File: src/rtl/obbt_pkg.sv
// ============================================================================
// Oriented box overlap test package
// Shared constants, the series accumulator type and the reciprocal table
// used by the sine and cosine lanes.
// ============================================================================
package obbt_pkg;

  localparam int TERMS = 18;
  localparam int STAGES_PER_TERM = 3;
  localparam int TRIG_LAT = TERMS * STAGES_PER_TERM + 1;
  localparam int QDEPTH = 2;
  localparam logic [30:0] PIHALF_Q30 = 31'd1686629713;
  localparam logic [30:0] ONE_Q30 = 31'd1073741824;

  typedef struct packed {
    logic [30:0]        x;
    logic [1:0]         quad;
    logic [30:0]        term;
    logic signed [33:0] s;
    logic signed [33:0] c;
  } trig_acc_t;

  function automatic logic [31:0] recip(input int k);
    logic [31:0] r;
    case (k)
      2:       r = 32'd2147483648;
      3:       r = 32'd1431655765;
      4:       r = 32'd1073741824;
      5:       r = 32'd858993459;
      6:       r = 32'd715827882;
      7:       r = 32'd613566756;
      8:       r = 32'd536870912;
      9:       r = 32'd477218588;
      10:      r = 32'd429496729;
      11:      r = 32'd390451572;
      12:      r = 32'd357913941;
      13:      r = 32'd330382099;
      14:      r = 32'd306783378;
      15:      r = 32'd286331153;
      16:      r = 32'd268435456;
      17:      r = 32'd252645135;
      18:      r = 32'd238609294;
      default: r = 32'd0;
    endcase
    return r;
  endfunction

endpackage

File: src/rtl/obbt_queue.sv
// ============================================================================
// Oriented box overlap test queue
// A short first-in first-out queue between the front end and the back end.
// ============================================================================
module obbt_queue #(
  parameter int W = 8
) (
  input  logic         clk,
  input  logic         rst,
  input  logic         push,
  input  logic [W-1:0] din,
  input  logic         pop,
  output logic [W-1:0] dout,
  output logic         full,
  output logic         empty
);

  localparam int PW = $clog2(obbt_pkg::QDEPTH);
  localparam int NW = $clog2(obbt_pkg::QDEPTH + 1);

  logic [W-1:0]  mem [obbt_pkg::QDEPTH];
  logic [PW-1:0] wptr;
  logic [PW-1:0] rptr;
  logic [NW-1:0] count;

  assign full  = (count == NW'(obbt_pkg::QDEPTH));
  assign empty = (count == '0);
  assign dout  = mem[rptr];

  always_ff @(posedge clk) begin
    if (push) begin
      mem[wptr] <= din;
    end
  end

  always_ff @(posedge clk) begin
    if (rst) begin
      wptr  <= '0;
      rptr  <= '0;
      count <= '0;
    end else begin
      if (push) begin
        wptr <= wptr + 1'b1;
      end
      if (pop) begin
        rptr <= rptr + 1'b1;
      end
      if (push && !pop) begin
        count <= count + 1'b1;
      end else if (pop && !push) begin
        count <= count - 1'b1;
      end
    end
  end

`ifndef SYNTHESIS
  a_count_range: assert property (@(posedge clk) disable iff (rst)
    count <= NW'(obbt_pkg::QDEPTH)) else $error("queue count out of range");
  a_no_pop_empty: assert property (@(posedge clk) disable iff (rst)
    pop |-> !empty) else $error("pop from empty queue");
  a_count_up: assert property (@(posedge clk) disable iff (rst)
    (push && !pop) |=> count == $past(count) + 1'b1) else $error("count lost a push");
`endif

endmodule

File: config.mk
export PLATFORM = sky130hd
export DESIGN_NAME = obbt_queue
export DESIGN_NICKNAME = d
export VERILOG_FILES = /design/src/rtl/obbt_pkg.sv /design/src/rtl/obbt_queue.sv
export SDC_FILE = /design/constraint.sdc
export NUM_CORES = 1
export LEC_CHECK = 0
export ABC_AREA = 1
export BUFFER_PORTS_ARGS = -buffer_cell sky130_fd_sc_hd__clkbuf_2
export CELL_PAD_IN_SITES_DETAIL_PLACEMENT = 1
export CELL_PAD_IN_SITES_GLOBAL_PLACEMENT = 1
export CORE_ASPECT_RATIO = 0.7
export CORE_MARGIN = 2
export CORE_UTILIZATION = 35
export DETAILED_ROUTE_END_ITERATION = 12
export PLACE_DENSITY = 0.8
export SYNTH_ARGS = -nofsm -noshare
export SYNTH_HDL_FRONTEND = slang
export SYNTH_SLANG_ARGS = --single-unit
File: constraint.sdc
create_clock -name clk -period 1.2 [get_ports clk]
set_clock_uncertainty 0.15 [all_clocks]
set_input_delay 0.24 -clock clk [delete_from_list [all_inputs] [get_ports clk]]
set_output_delay 0.24 -clock clk [all_outputs]
set_load 0.02 [all_outputs]
==> flow_metrics.tcl <==
set metrics [dict create \
    status "complete, but fails checks" \
    violations "setup timing" \
    fin_nets 112 \
    drive_gt1_frac 0.4898 \
    pre_cts_ws_ns -0.1200 \
    antenna_found_initial 0 \
    maxSlewHeadroom 0.8511 \
    die_area_um2 2724 \
    drv_cap 0 \
    port_buffers 21 \
    place_congestion 0.6721 \
    seq_area_frac_synth 0.7160 \
    drtIter0Drc 4 \
    grt_pass1_wl_um 3056 \
    final_cells 130 \
    ir_worst_vdd_mv 0.8718 \
    cp_data_arrival_time_ns 1.24 \
    hpwl_um 1238 \
    start_kind "register" \
    cts_max_level 1 \
    vias 566 \
    period_minus_slack_ns 1.635 \
    synth_nets 71 \
    fin_util 0.5801 \
    row_count 14 \
    worstPathRequired_ns 0.81 \
    tightest_slew_ns 0.2228 \
    dp.cells 115 \
    fin_ws_ns -0.4346 \
    power_density_nw_per_um2 1263 \
    core_um2 2172 \
    min_period_over_period 1.362 \
    drc_errors 0 \
    cts_tree "built" \
    grt_overflow 0 \
    dr.pass1.iters 2 \
    ys_ff_latch 21 \
    via_per_inst 4.354 \
    seq_area_um2 586.8 \
    hp-class "input port to register" \
    clkTransAtPathRegs_ns 0.11 \
    nFillCells 230 \
    io_pins 22 \
    dieWidth_um 61.53 \
    power.leakage_nw 0.5342 \
    start_util 0.3733 \
    r2r_slack_ns 0.03 \
    synthCells 58 \
    cp-end-kind "primary output" \
    report.final.hold_viol_count 0 \
    clock_path_buffers 2 \
    syn_area_um2 810.8 \
    cts_inserted_buffers 3 \
    cp_max_fo 4 \
    drt_wl_total_um 1945 \
    die_y_um 44.27 \
    yosys_warnings 0 \
    synth.distinct_cells 16 \
    ant_nets 0 \
    cts-root-buf "clkbuf_4" \
    slew_violations 0 \
    antennaDiodeCount 0 \
    grt_max_degree 12 \
    clk_latency_ns 0.30 \
    clock.fmax_ghz 0.6118 \
    critPathKind "register to primary output" \
    wl_per_cell_um 14.96 \
    track_usage 0.1656 \
    setup_viol 10 \
    clkSinkCount 21 \
    area_growth_pct 55.40 \
    syn_avg_cell_area_um2 13.98 \
    multiInputGateArea_um2 225.2 \
    grt_pass1_vias 642 \
    finalPower_mw 1.592 \
    rsz0062_at_grt "yes" \
]
## area by class of cell
| type | instances | area share |
|---|---|---|
| well taps | 32 | 0.03178 |
| repair inverters | 1 | 0.005958 |
| inverters | 9 | 0.02979 |
| flip-flops and latches | 21 | 0.4657 |
| repair buffers | 36 | 0.2671 |
| multi-input cells | 27 | 0.1787 |
| clock buffers | 4 | 0.02085 |
## through the flow
stage          TNS [ns]  hold WS, ns  instance area, µm²
2_1_floorplan         0       0.1624               813.3
3_3_place_gp    -0.9547       0.2790               984.7
3_5_place_dp     -1.367       0.2859               984.7
4_1_cts          -3.756      0.08664                1229
5_1_grt          -4.071      0.08202                1260
6_report         -3.689      0.09209                1260
## critical path, cell delays in order (launching register included)
cell and delay, ns:
dfxtp_2 0.37, buf_6 0.13, mux2_4 0.31, buf_8 0.13
## path summary, 6_finish.rpt
path | from | cells past startpoint | end
max | register | 3 | dout[7]
min | push | 3 | wptr
max reg2reg | wptr | 2 | mem[1][7]
min reg2reg | count[0] | 2 | count[0]
## repair_timing
action / in CTS / in global routing
resized for setup: 33 / 15
gates cloned: 0 / 1
hold buffers: 9 / 0
endpoints found under the hold margin: 19 / 0
pin swaps: 0 / 1
setup endpoints to repair: 18 / 15
setup buffers: 1 / 0
## kinds of logic (layout without fill, tap and decap cells)
family                   after synthesis  after routing  share of synthesized area
flip-flops                            21             21                     0.7161
AND/OR/NAND/NOR                       15             15                    0.07870
buffers and inverters                 10             50                    0.05555
multiplexers                           8              8                     0.1111
AO/OA/AOI/OAI                          2              2                    0.01233
adder cells (fa/ha/maj)                1              1                    0.01543
XOR/XNOR                               1              1                    0.01080
## flip-flops by register name, summed over array words and instances, names as in the netlist, named ones only
| signal | flops |
|---|---|
| mem | 16 |
| count | 2 |
| rptr | 1 |
| wptr | 1 |
## cell usage after synthesis
master | number | area (µm²)
ha_1 | 1 | 12.51
nor2_1 | 7 | 26.28
xnor2_1 | 1 | 8.760
mux2_2 | 8 | 90.09
inv_2 | 1 | 3.750
dfxtp_1 | 5 | 100.1
edfxtp_1 | 16 | 480.5
nand2_1 | 4 | 15.01
nor3_1 | 1 | 5.000
a21oi_1 | 1 | 5.000
o21ai_0 | 1 | 5.000
inv_1 | 8 | 30.03
nand4_1 | 1 | 6.260
nand2_2 | 1 | 6.260
buf_6 | 1 | 11.26
nand3_1 | 1 | 5.000
## where the power goes
part	internal, mW	switching [mW]	leakage, nW	total, mW
registers	0.834	0.0311	0.193	0.865
clock network	0.130	0.206	0.0150	0.336
logic	0.215	0.175	0.326	0.391
total	1.18	0.413	0.534	1.59
## cell usage in the layout, fill, tap and decap left out, types with 2 or more instances in the layout
cell and count:
inv_1 6, buf_4 5, clkinvlp_4 2, dfxtp_2 2, mux2_4 8, clkbuf_4 3
nor2_1 5, clkbuf_2 11, nand2_1 4, inv_2 2, edfxtp_1 16, buf_8 8
dfxtp_1 2, dlygate4sd3_1 9, buf_6 3
## layer usage
layer	up-vias	GRT usage	share of wire
met2	11	0.2905	0.57
li1	277	-	-
met4	0	0.05957	0.0098
met1	276	0.1871	0.39
met3	2	0.05556	0.027
met5	-	0	0
(Power assumes the default switching activity.)
