`src/rtl/obbt_pkg.sv`:
```
// ============================================================================
// Oriented box overlap test package
// Shared constants, the series accumulator type and the reciprocal table
// used by the sine and cosine lanes.
// ============================================================================
package obbt_pkg;

  localparam int TERMS = 18;
  localparam int STAGES_PER_TERM = 3;
  localparam int TRIG_LAT = TERMS * STAGES_PER_TERM + 1;
  localparam int QDEPTH = 2;
  localparam logic [30:0] PIHALF_Q30 = 31'd1686629713;
  localparam logic [30:0] ONE_Q30 = 31'd1073741824;

  typedef struct packed {
    logic [30:0]        x;
    logic [1:0]         quad;
    logic [30:0]        term;
    logic signed [33:0] s;
    logic signed [33:0] c;
  } trig_acc_t;

  function automatic logic [31:0] recip(input int k);
    logic [31:0] r;
    case (k)
      2:       r = 32'd2147483648;
      3:       r = 32'd1431655765;
      4:       r = 32'd1073741824;
      5:       r = 32'd858993459;
      6:       r = 32'd715827882;
      7:       r = 32'd613566756;
      8:       r = 32'd536870912;
      9:       r = 32'd477218588;
      10:      r = 32'd429496729;
      11:      r = 32'd390451572;
      12:      r = 32'd357913941;
      13:      r = 32'd330382099;
      14:      r = 32'd306783378;
      15:      r = 32'd286331153;
      16:      r = 32'd268435456;
      17:      r = 32'd252645135;
      18:      r = 32'd238609294;
      default: r = 32'd0;
    endcase
    return r;
  endfunction

endpackage

```
`src/rtl/obbt_front.sv`:
```
// ============================================================================
// Oriented box overlap test front end
// Captures an item, forms the center offset and turns each angle into a
// quadrant and a first-quadrant angle in radians, Q30.
// ============================================================================
module obbt_front #(
  parameter int CW = 32,
  parameter int AB = 16
) (
  input  logic                 clk,
  input  logic                 rst,
  input  logic                 start,
  output logic                 busy,
  input  logic                 full,
  output logic                 push,
  input  logic signed [CW-1:0] a_center_x,
  input  logic signed [CW-1:0] a_center_y,
  input  logic [CW-2:0]        a_width,
  input  logic [CW-2:0]        a_height,
  input  logic [AB-1:0]        a_angle,
  input  logic signed [CW-1:0] b_center_x,
  input  logic signed [CW-1:0] b_center_y,
  input  logic [CW-2:0]        b_width,
  input  logic [CW-2:0]        b_height,
  input  logic [AB-1:0]        b_angle,
  output logic signed [CW:0]   dx,
  output logic signed [CW:0]   dy,
  output logic [CW-2:0]        wa,
  output logic [CW-2:0]        ha,
  output logic [CW-2:0]        wb,
  output logic [CW-2:0]        hb,
  output logic [30:0]          xa,
  output logic [30:0]          xb,
  output logic [1:0]           qa,
  output logic [1:0]           qb
);

  logic        valid;
  logic        valid_next;
  logic        load;
  logic [29:0] ta;
  logic [29:0] tb;
  logic [60:0] pa;
  logic [60:0] pb;

  assign busy = valid & full;
  assign push = valid & ~full;
  assign load = start & ~busy;

  assign ta = 30'(a_angle[AB-3:0]) << (32 - AB);
  assign tb = 30'(b_angle[AB-3:0]) << (32 - AB);
  assign pa = 61'(ta) * 61'(obbt_pkg::PIHALF_Q30);
  assign pb = 61'(tb) * 61'(obbt_pkg::PIHALF_Q30);

  always_comb begin
    valid_next = valid;
    if (load) begin
      valid_next = 1'b1;
    end else if (push) begin
      valid_next = 1'b0;
    end
  end

  always_ff @(posedge clk) begin
    if (rst) begin
      valid <= 1'b0;
    end else begin
      valid <= valid_next;
    end
  end

  always_ff @(posedge clk) begin
    if (load) begin
      dx <= (CW+1)'(b_center_x) - (CW+1)'(a_center_x);
      dy <= (CW+1)'(b_center_y) - (CW+1)'(a_center_y);
      wa <= a_width;
      ha <= a_height;
      wb <= b_width;
      hb <= b_height;
      xa <= pa[60:30];
      xb <= pb[60:30];
      qa <= a_angle[AB-1:AB-2];
      qb <= b_angle[AB-1:AB-2];
    end
  end

endmodule

```
`config.mk`:
```
export PLATFORM = sky130hd
export DESIGN_NAME = obbt_front
export DESIGN_NICKNAME = d
export VERILOG_FILES = /design/src/rtl/obbt_pkg.sv /design/src/rtl/obbt_front.sv
export SDC_FILE = /design/constraint.sdc
export NUM_CORES = 1
export LEC_CHECK = 0
export BUFFER_PORTS_ARGS = -buffer_cell sky130_fd_sc_hd__buf_2
export CAP_MARGIN = 10
export CORE_ASPECT_RATIO = 0.75
export CORE_MARGIN = 3
export CORE_UTILIZATION = 54
export DETAILED_ROUTE_END_ITERATION = 7
export GPL_ROUTABILITY_DRIVEN = 0
export PLACE_DENSITY_LB_ADDON = 0.1
export SLEW_MARGIN = 20
export SYNTH_ARGS = -nofsm -noshare
export SYNTH_HDL_FRONTEND = slang
export SYNTH_SLANG_ARGS = --single-unit
```
`constraint.sdc`:
```
create_clock -name clk -period 19.35 [get_ports clk]
set_clock_uncertainty 0.1 [all_clocks]
set_input_delay 2.9025 -clock clk [delete_from_list [all_inputs] [get_ports clk]]
set_output_delay 2.9025 -clock clk [all_outputs]
set_load 0.03 [all_outputs]
```
==> reports/summary.txt, run 1 <==
Post-layout minimum cycle time: 8.565 ns
CTS Buf Count: 28
Port-buffer cells: 545
Post-synthesis xor/xnor area fraction: 4.884%
Final instance area: 28200 um2
Worst setup EP type: flop
HP Start: valid$_SDFFE_PP0P_
Post-DP HPWL: 62310 um
Top FF cell, synth: edfxtp_1
Crit-path max FO: 8
Most frequent cells in the layout: 545 x buf_2, 425 x inv_1, 392 x ha_1
Die width: 248.7 um
FP Rows: 66
Clk sinks: 257
Synth Area in Compound Gates: 10.18%
Multi-input gate area: 14510 um2
Initial DRC Count: 1472
Post-synthesis mux area share: 0.08394%
Placed inst area: 27290 um2
Leakage Power: 0.01431 uW
CP max stage delay: 0.63 ns
Area of the core: 43520 um2
Drc violations: 0
First-pass GRT wire length: 110500 um
Most used cell, CP: fa_1
Number of H-tree levels: 1
Total Wirelength: 73310 um
Vias per inst: 5.527
Worst VDD drop: 261.4 uV
PwrDens: 188.2 nW/um2
Avg WL per Cell: 22.49 um
Crit. Startpoint: b_angle[2]
Ports: 546
DRT antenna net count: 0
Measured slew at the worst slew-check pin: 1.091 ns
FF/Latch Area: 7707 um2
Post-synthesis register bit count: 257
Part of the power in the clock network: 10.1%
DIE HEIGHT: 188.0 um
Logic pwr share: 71.9%
FF-to-FF Start: valid$_SDFFE_PP0P_
CP cell instances: buf_2 -> fa_1 -> inv_1 -> fa_1 -> inv_1 -> fa_1 -> fa_1 -> fa_1 -> inv_1 -> fa_1 -> inv_1 -> ha_1 -> a21oi_1 -> o21ai_0 -> a221oi_1 -> o21ai_1 -> a21oi_1 -> o311ai_1 -> a21o_1 -> a21oi_1 -> xnor2_1
Sw frac: 48.56%
Required time of the critical path: 19.58 ns
Share of async-settable or async-resettable flops after synthesis: 0%
Total gr overflow: 0
Sequential power share: 18.0%
First-pass DRT Iterations: 6
Slowest-stage cell, CP: fa_1
CTS tree: built
Unique masters post-synth: 65
Seq/Total Area, Yosys: 32.32%
Synth area leader: edfxtp_1
CP arrival: 8.80 ns
Area contributors post-synth: edfxtp_1 32%, ha_1 21%, fa_1 20%
Layout area overhead: 18.26%
Unrepaired setup endpoints after global routing: false
Initial core utilization: 54.80%
Clk root buf: clkbuf_16
Simple-gate portion of the synthesized area: 5.372%
Largest family of logic cells by synthesized area: adder cells
Setup violators final: 0
Clock Path Buffers: 3
Largest net degree at the start of global routing: 83
Startpoint class of the critical path: input port
Critical Setup Path Class: input port to flop
Post-synth EDFFs: 256
Slew headroom: 27.14%
Clock transition at path regs: 0.07 ns
Yosys top cell area share: 32.23%
Synthesized net count: 3000
Number of fill cells in the layout: 3477
Synthesized instance count: 2085
Gr usage total: 30.97%
Final Power: 5308 uW
CTS resizes: 0
CTS Hold Buffers Added: 0
DR vias: 18011
Vias in the first global route: 18181
Syn Std Cell Area: 23850 um2
Adder-cell share of the synthesized area: 40.29%
Layout Nets: 3566
Clk Latency, worst-skew pair: 0.58 ns
Worst hold-check path type: flop to flop
Max Cap Viol: 0
Final worst path period share: 44.26%
DIE AREA: 46750 um2
Worst setup margin: 10.79 ns
Share of layout cells above drive strength 1: 22.63%
Sw Pwr: 2578 uW
Setup repair bufs after CTS: 0
Final Hold Fails: 0
Max-slew violation count: 0
Worst hold slack: 0.5657 ns
Outcome: completed
P_int: 2731 uW
Syn. warnings: 0
Fin Setup TNS: 0 ns
Avg Inst Size Synth: 11.44 um2
Initial antenna violation count: 19
Dpl ws: 10.20 ns
Most common cell after layout, fill and taps aside: buf_2
Maximum clock frequency: 116.8 MHz
## cells in the mapped netlist, types with 6 or more instances
cell type and instances:
inv_1 425, ha_1 392, edfxtp_1 256, fa_1 235, a21oi_1 116, xnor2_1 85, a21o_1 75, nor2_1 68
nand2_1 60, o21ai_0 52, xor2_1 48, nand3_1 29, nor2b_1 20, nand4_1 18, nand2b_1 14, o21bai_1 14
and3_1 13, nor3_1 13, o21a_1 13, a31oi_1 12, clkbuf_1 12, o211ai_1 10, a211oi_1 8, and2_1 8
o31ai_1 7, o21ai_1 6
## worst max-delay path, delay by kind of cell
family                     cells  cell delay [ns]
AOI/OAI and AO/OA              8             1.92
xor gates and xnor gates       1             0.08
adders and majority gates      7             3.46
buffers and inverters          5             0.41
## per-layer routing
metal  wire length (um)  track usage (%)  vias up
met5                 73                0        -
met4               2986            10.27       14
met3               6596            7.085      135
met2              32600            47.68      805
met1              31060            43.64     8776
li1                   -                -     8281
## power groups by stage
stage	combinational, uW	clock [uW]	sequential (uW)
detailed placement	3760	0	963
CTS	3800	545	955
global placement	3700	0	963
global route	4230	565	964
finish	3820	534	956
floorplan	2620	0	1170
## cells by family (layout without fill, tap and decap cells)
kind of cell               after synthesis  after routing
AOI/OAI and AO/OA                      369            369
xor gates and xnor gates               133            133
adders and majority gates              627            627
buffers and inverters                  437           1021
DFF                                    257            257
muxes                                    2              2
other                                    0             12
and+or+nand+nor                        260            260
## layout make-up
cell class / count / share of cell area, %
antenna: 12 / 0.1065
clock buffer: 34 / 2.564
clock inverter: 14 / 0.5856
inverter: 425 / 5.656
multi-input combinational: 1391 / 51.45
sequential: 257 / 27.33
tap: 578 / 2.564
timing repair buffer: 548 / 9.751
## state kept, by name (all words and copies together) (netlist names)
name,cells
dx,33
valid,1
qa,2
wa,31
wb,31
xa,31
ha,31
dy,33
qb,2
hb,31
xb,31
## worst paths after layout
| kind | to | slack, ns | cells past startpoint |
|---|---|---|---|
| worst max-delay path | xb[24]$_DFFE_PP_ | 10.79 | 21 |
| worst min-delay path | valid$_SDFFE_PP0P_ | 0.57 | 3 |
| worst max register to register | hb[27]$_DFFE_PP_ | 15.71 | 4 |
| worst min register to register | valid$_SDFFE_PP0P_ | 0.57 | 3 |
## metrics by stage
step / instances / util [%]
after floorplan: 2085 / -
after global placement: 3199 / 62.70
after detailed placement: 3199 / 62.70
after CTS: 3247 / 64.74
after global routing: 3253 / 64.77
final: 3259 / 64.81
Power figures use the tool's default switching activity.
==> run 2: changes to the inputs <==
ABC_AREA = 1   (was unset)
clock period = 8.75 ns   (was 19.35 ns; I/O delays follow)
==> reports/summary.txt, run 2 <==
Outcome: completed
Unique masters post-synth: 28
Startpoint class of the critical path: input port
Biggest regs: dx: 33 flops, dy: 33 flops
Gr usage total: 33.49%
Hold-critical path endpoint: valid$_SDFFE_PP0P_
Share of layout cells above drive strength 1: 16.75%
Syn. warnings: 0
DIE HEIGHT: 201.0 um
Setup repair bufs after CTS: 0
Synthesized net count: 4137
Top FF cell, synth: edfxtp_1
Area of the core: 49400 um2
Layout Utilization: 64.49%
Worst hold slack: 0.3757 ns
Layout Nets: 4715
Number of fill cells in the layout: 4366
Synth area leader: edfxtp_1
Measured slew at the worst slew-check pin: 0.9512 ns
DRT antenna net count: 0
Worst reg2reg setup slack: 5.81 ns
Vias in the first global route: 22326
First-pass GRT wire length: 136400 um
Max layer used: met5
Clock transition at path regs: 0.06 ns
Port-buffer cells: 545
Most frequent cell after synthesis: nand2_1
Initial core utilization: 55.44%
Critical Setup Path Class: input port to flop
Commonest cells post-synth: 784 x nand2_1, 778 x inv_1, 392 x ha_1, 256 x edfxtp_1, 235 x fa_1
Unrepaired setup endpoints after global routing: false
Clk Latency, worst-skew pair: 0.59 ns
Final worst path period share: 68.86%
Worst setup EP type: flop
Setup violators final: 0
M1 wire length: 39980 um
Syn Std Cell Area: 27380 um2
CTS Hold Buffers Added: 0
CP arrival: 6.31 ns
Max Cap Viol: 0
Clk root buf: clkbuf_16
Fin Setup TNS: 0 ns
Slew headroom: 36.43%
Ports: 546
Die width: 266.0 um
FP Rows: 70
Layout area overhead: 16.33%
DR vias: 23373
CTS Buf Count: 28
CTS tree: built
Synthesized instance count: 3222
Initial DRC Count: 2292
Max-slew violation count: 0
Worst R2R Path Depth: 5
Post-layout minimum cycle time: 6.025 ns
Number of H-tree levels: 1
Share of async-settable or async-resettable flops after synthesis: 0%
Most frequent cells in the layout: 784 x nand2_1, 778 x inv_1, 545 x buf_2
Met3 WL: 9976 um
Clock Path Buffers: 3
Post-DP HPWL: 78640 um
Most common cell after layout, fill and taps aside: nand2_1
CTS resizes: 0
Post-synthesis register bit count: 257
Avg WL per Cell: 20.14 um
DIE AREA: 53480 um2
Vias per inst: 5.222
Total gr overflow: 0
Total Wirelength: 90170 um
Initial antenna violation count: 18
First-pass DRT Iterations: 5
Maximum clock frequency: 166.0 MHz
Crit-path max FO: 9
Seq/Total Area, Yosys: 28.15%
Drc violations: 0
Yosys top cell area share: 28.07%
Worst hold-check path type: flop to flop
FF-to-FF Start: valid$_SDFFE_PP0P_
Required time of the critical path: 9.04 ns
Routed wl met2: 37040 um
Post-synth EDFFs: 256
Area contributors post-synth: edfxtp_1 28%, ha_1 18%, fa_1 17%
HP Start: valid$_SDFFE_PP0P_
Avg Inst Size Synth: 8.499 um2
FF-to-FF End: dx[17]$_DFFE_PP_
Largest net degree at the start of global routing: 138
Clk sinks: 257
Hold path cells: 2
Final Hold Fails: 0
[run 2: cell types whose count changed after synthesis, moves of 16 or more]
cell,previous run,this run
xnor2_1,85,22
nor2_1,68,213
nor2b_1,20,0
nand2_1,60,784
nand3_1,29,123
nor2_2,0,16
xor2_1,48,65
inv_1,425,778
a21o_1,75,11
a21oi_1,116,145
[run 2: worst max-delay path, cell delays in order]
cell and delay (ns):
buf_2 0.28, fa_1 0.54, fa_1 0.59, inv_1 0.07, fa_1 0.48, inv_1 0.05
fa_1 0.51, fa_1 0.50, inv_1 0.05, fa_1 0.47, inv_1 0.04, ha_1 0.34
nand2_1 0.12, nor2_2 0.20, nand2_1 0.09, inv_1 0.09, nand4_1 0.10, nand3_2 0.16
xor2_1 0.30
[run 2: cell families (layout without fill, tap and decap cells)]
kind of cell	Yosys count	after routing	synth area share (%)
AND/OR/NAND/NOR	1219	1219	18.31
buffers and inverters	780	1380	10.69
adder cells (fa/ha/maj)	627	627	35.09
flip-flops	257	257	28.15
AO/OA/AOI/OAI	252	252	4.976
XOR/XNOR	87	87	2.783
other	0	6	0
[run 2: area by class of cell]
cell class	instances	area (um2)	share of cell area, %
flip-flops and latches	257	7707	24.19
clock inverters	17	140.1	0.4399
multi-input cells	2185	16760	52.60
repair buffers	548	2763	8.672
clock buffers	35	737.0	2.313
well taps	648	810.8	2.545
diodes	6	15.01	0.04713
inverters	780	2928	9.191
[run 2: worst max path at each step]
stage / from / to / slack (ns) / depth (start not counted)
3_3_place_gp: a_angle[3] / xa[18]$_DFFE_PP_ / 2.23 / 21
4_1_cts: a_angle[3] / xa[18]$_DFFE_PP_ / 2.78 / 21
6_report: b_angle[3] / xb[9]$_DFFE_PP_ / 2.72 / 19
5_1_grt: a_angle[2] / xa[20]$_DFFE_PP_ / 2.47 / 22
2_1_floorplan: a_angle[2] / xa[25]$_DFFE_PP_ / 2.79 / 20
3_5_place_dp: a_angle[3] / xa[18]$_DFFE_PP_ / 2.17 / 21
[run 2: stage by stage]
step	cells	worst slack, ns	instance area (um2)
after floorplan	3222	2.793	27390
after global placement	4418	2.229	30960
after detailed placement	4418	2.166	30960
after CTS	4470	2.782	31840
after global routing	4470	2.472	31840
final	4476	2.725	31860
[run 2: per-layer routing]
layer / vias up / GRT usage [%]
li1: 11261 / -
met1: 10876 / 49.92
met2: 1061 / 48.75
met3: 157 / 7.928
met4: 18 / 9.315
met5: - / 0
Power of run 2 is not shown: default switching activity piles up to over one toggle a cycle in this logic, so the estimate is an artifact.
==> run 3: changes to the inputs <==
CORE_UTILIZATION = 52   (was 54)
clock period = 4.8 ns   (was 8.75 ns; I/O delays follow)
==> reports/summary.txt, run 3 (synthesized netlist as in run 2, its figures left out) <==
CP arrival: 5.33 ns
Most used cell, CP: inv_2
Required time of the critical path: 5.02 ns
Drc violations: 0
Initial DRC Count: 2200
Biggest regs: dx: 33 flops, dy: 33 flops
FF-to-FF Start: valid$_SDFFE_PP0P_
Clock transition at path regs: 0.06 ns
Clk Latency, worst-skew pair: 0.55 ns
DIE HEIGHT: 204.7 um
Worst hold-check path type: input port to flop
Unrepaired setup endpoints after global routing: true
Dpl ws: -0.9647 ns
CP cell instances: buf_6 -> fa_2 -> inv_2 -> fa_1 -> inv_2 -> fa_1 -> fa_2 -> fa_1 -> inv_2 -> fa_1 -> inv_2 -> ha_4 -> nand2_4 -> inv_2 -> a21oi_4 -> nand2_2 -> nand2_2 -> nand3_4 -> buf_12 -> xor2_2
Buf/Inv on CP: 7
CTS Buf Count: 29
Clk sinks: 257
Met3 WL: 10190 um
Worst R2R Path Depth: 4
Initial antenna violation count: 17
Port-buffer cells: 545
Setup violators final: 56
Layout Nets: 5064
Outcome: finished with violations
HP Start: a_height[14]
Share of layout cells above drive strength 1: 34.13%
Vias per inst: 5.167
First-pass GRT wire length: 143600 um
Die width: 271.0 um
Clock Path Buffers: 3
Total gr overflow: 0
CP max stage delay: 0.60 ns
Worst setup margin: -0.3088 ns
First-pass DRT Iterations: 6
Vias in the first global route: 24223
Failing checks: negative setup slack
DRT antenna net count: 0
Delay-heaviest family, CP: adder cells
Routed wl met2: 42350 um
Critical Setup Path Class: input port to flop
Measured slew at the worst slew-check pin: 0.9420 ns
Worst reg2reg setup slack: 2.70 ns
Number of H-tree levels: 1
Most common cell after layout, fill and taps aside: inv_1
Crit-path max FO: 4
Maximum clock frequency: 195.7 MHz
Area of the core: 51800 um2
M1 wire length: 41500 um
Max layer used: met5
Slowest-stage cell, CP: fa_2
Most frequent cells in the layout: 711 x inv_1, 647 x nand2_1, 535 x buf_2
Worst setup EP type: flop
Stages on worst setup path: 20
Post-layout minimum cycle time: 5.109 ns
Layout area overhead: 35.58%
FP Rows: 72
Startpoint class of the critical path: input port
Post-DP HPWL: 82530 um
Gr usage total: 34.10%
Initial core utilization: 52.86%
Hold-critical path endpoint: ha[14]$_DFFE_PP_
Clk root buf: clkbuf_16
DIE AREA: 55480 um2
Number of fill cells in the layout: 4038
Avg WL per Cell: 20.10 um
Final Hold Fails: 0
CTS tree: built
Ports: 546
Final worst path period share: 106.4%
Max-slew violation count: 0
Total Wirelength: 98160 um
Slew headroom: 36.54%
Hold path cells: 1
Largest net degree at the start of global routing: 93
DR vias: 25238
FF-to-FF End: xb[6]$_DFFE_PP_
Max Cap Viol: 0
[run 3: cell count changes in the layout (fill, tap and decap cells not counted), moves of 32 or more]
cell | before | now
fa_1 | 235 | 203
inv_1 | 778 | 711
a21oi_1 | 145 | 109
nor2_1 | 212 | 164
nand2_1 | 784 | 647
buf_4 | 2 | 318
inv_2 | 2 | 65
nand2_2 | 12 | 115
nand2_4 | 0 | 32
nor2_4 | 3 | 39
ha_4 | 0 | 47
fa_2 | 0 | 32
nand3_1 | 123 | 87
ha_1 | 392 | 340
[run 3: worst max-delay path by stage]
stage / from / slack [ns] / endpoint
after floorplan: a_angle[4] / -0.42 / xa[28]$_DFFE_PP_
after global placement: b_angle[4] / -0.85 / xb[29]$_DFFE_PP_
after detailed placement: a_angle[11] / -0.96 / xa[27]$_DFFE_PP_
after CTS: a_angle[3] / -0.16 / xa[18]$_DFFE_PP_
after global routing: b_angle[6] / -0.42 / xb[30]$_DFFE_PP_
final: a_angle[3] / -0.31 / xa[12]$_DFFE_PP_
[run 3: area by class of cell]
type,count,area [um2],area share [%]
Timing Repair Buffer,896,5637,15.18
Inverter,780,2940,7.920
Sequential cell,257,7707,20.76
Tap cell,703,879.6,2.369
Clock inverter,16,202.7,0.5459
Clock buffer,38,789.5,2.127
Antenna cell,9,22.52,0.06066
Multi-Input combinational cell,2185,18950,51.04
[run 3: stage by stage]
stage	cell area, um2	utilization, %	TNS (ns)	hold WS, ns	std cells
global placement	33730	65.12	-45.90	0.4369	4785
detailed placement	33730	65.12	-49.37	0.4381	4785
CTS	35940	69.39	-3.944	0.1806	4851
finish	37130	71.67	-8.898	0.2146	4884
global route	37120	71.65	-15.73	0.1908	4880
floorplan	27710	-	-104.77	0.4171	3222
[run 3: per-layer routing]
layer	GRT usage, %	vias up
met5	0	-
met3	8.419	193
met2	51.58	1196
met1	47.93	11892
li1	-	11943
met4	11.76	14
[run 3: timing repair]
action | CTS | global route
endpoints found under the setup margin | 58 | 61
resized for setup | 268 | 259
buffers inserted | 15 | 26
hold buffers | 0 | 0
pin swaps | 134 | 185
Power of run 3 is left out for the same reason.
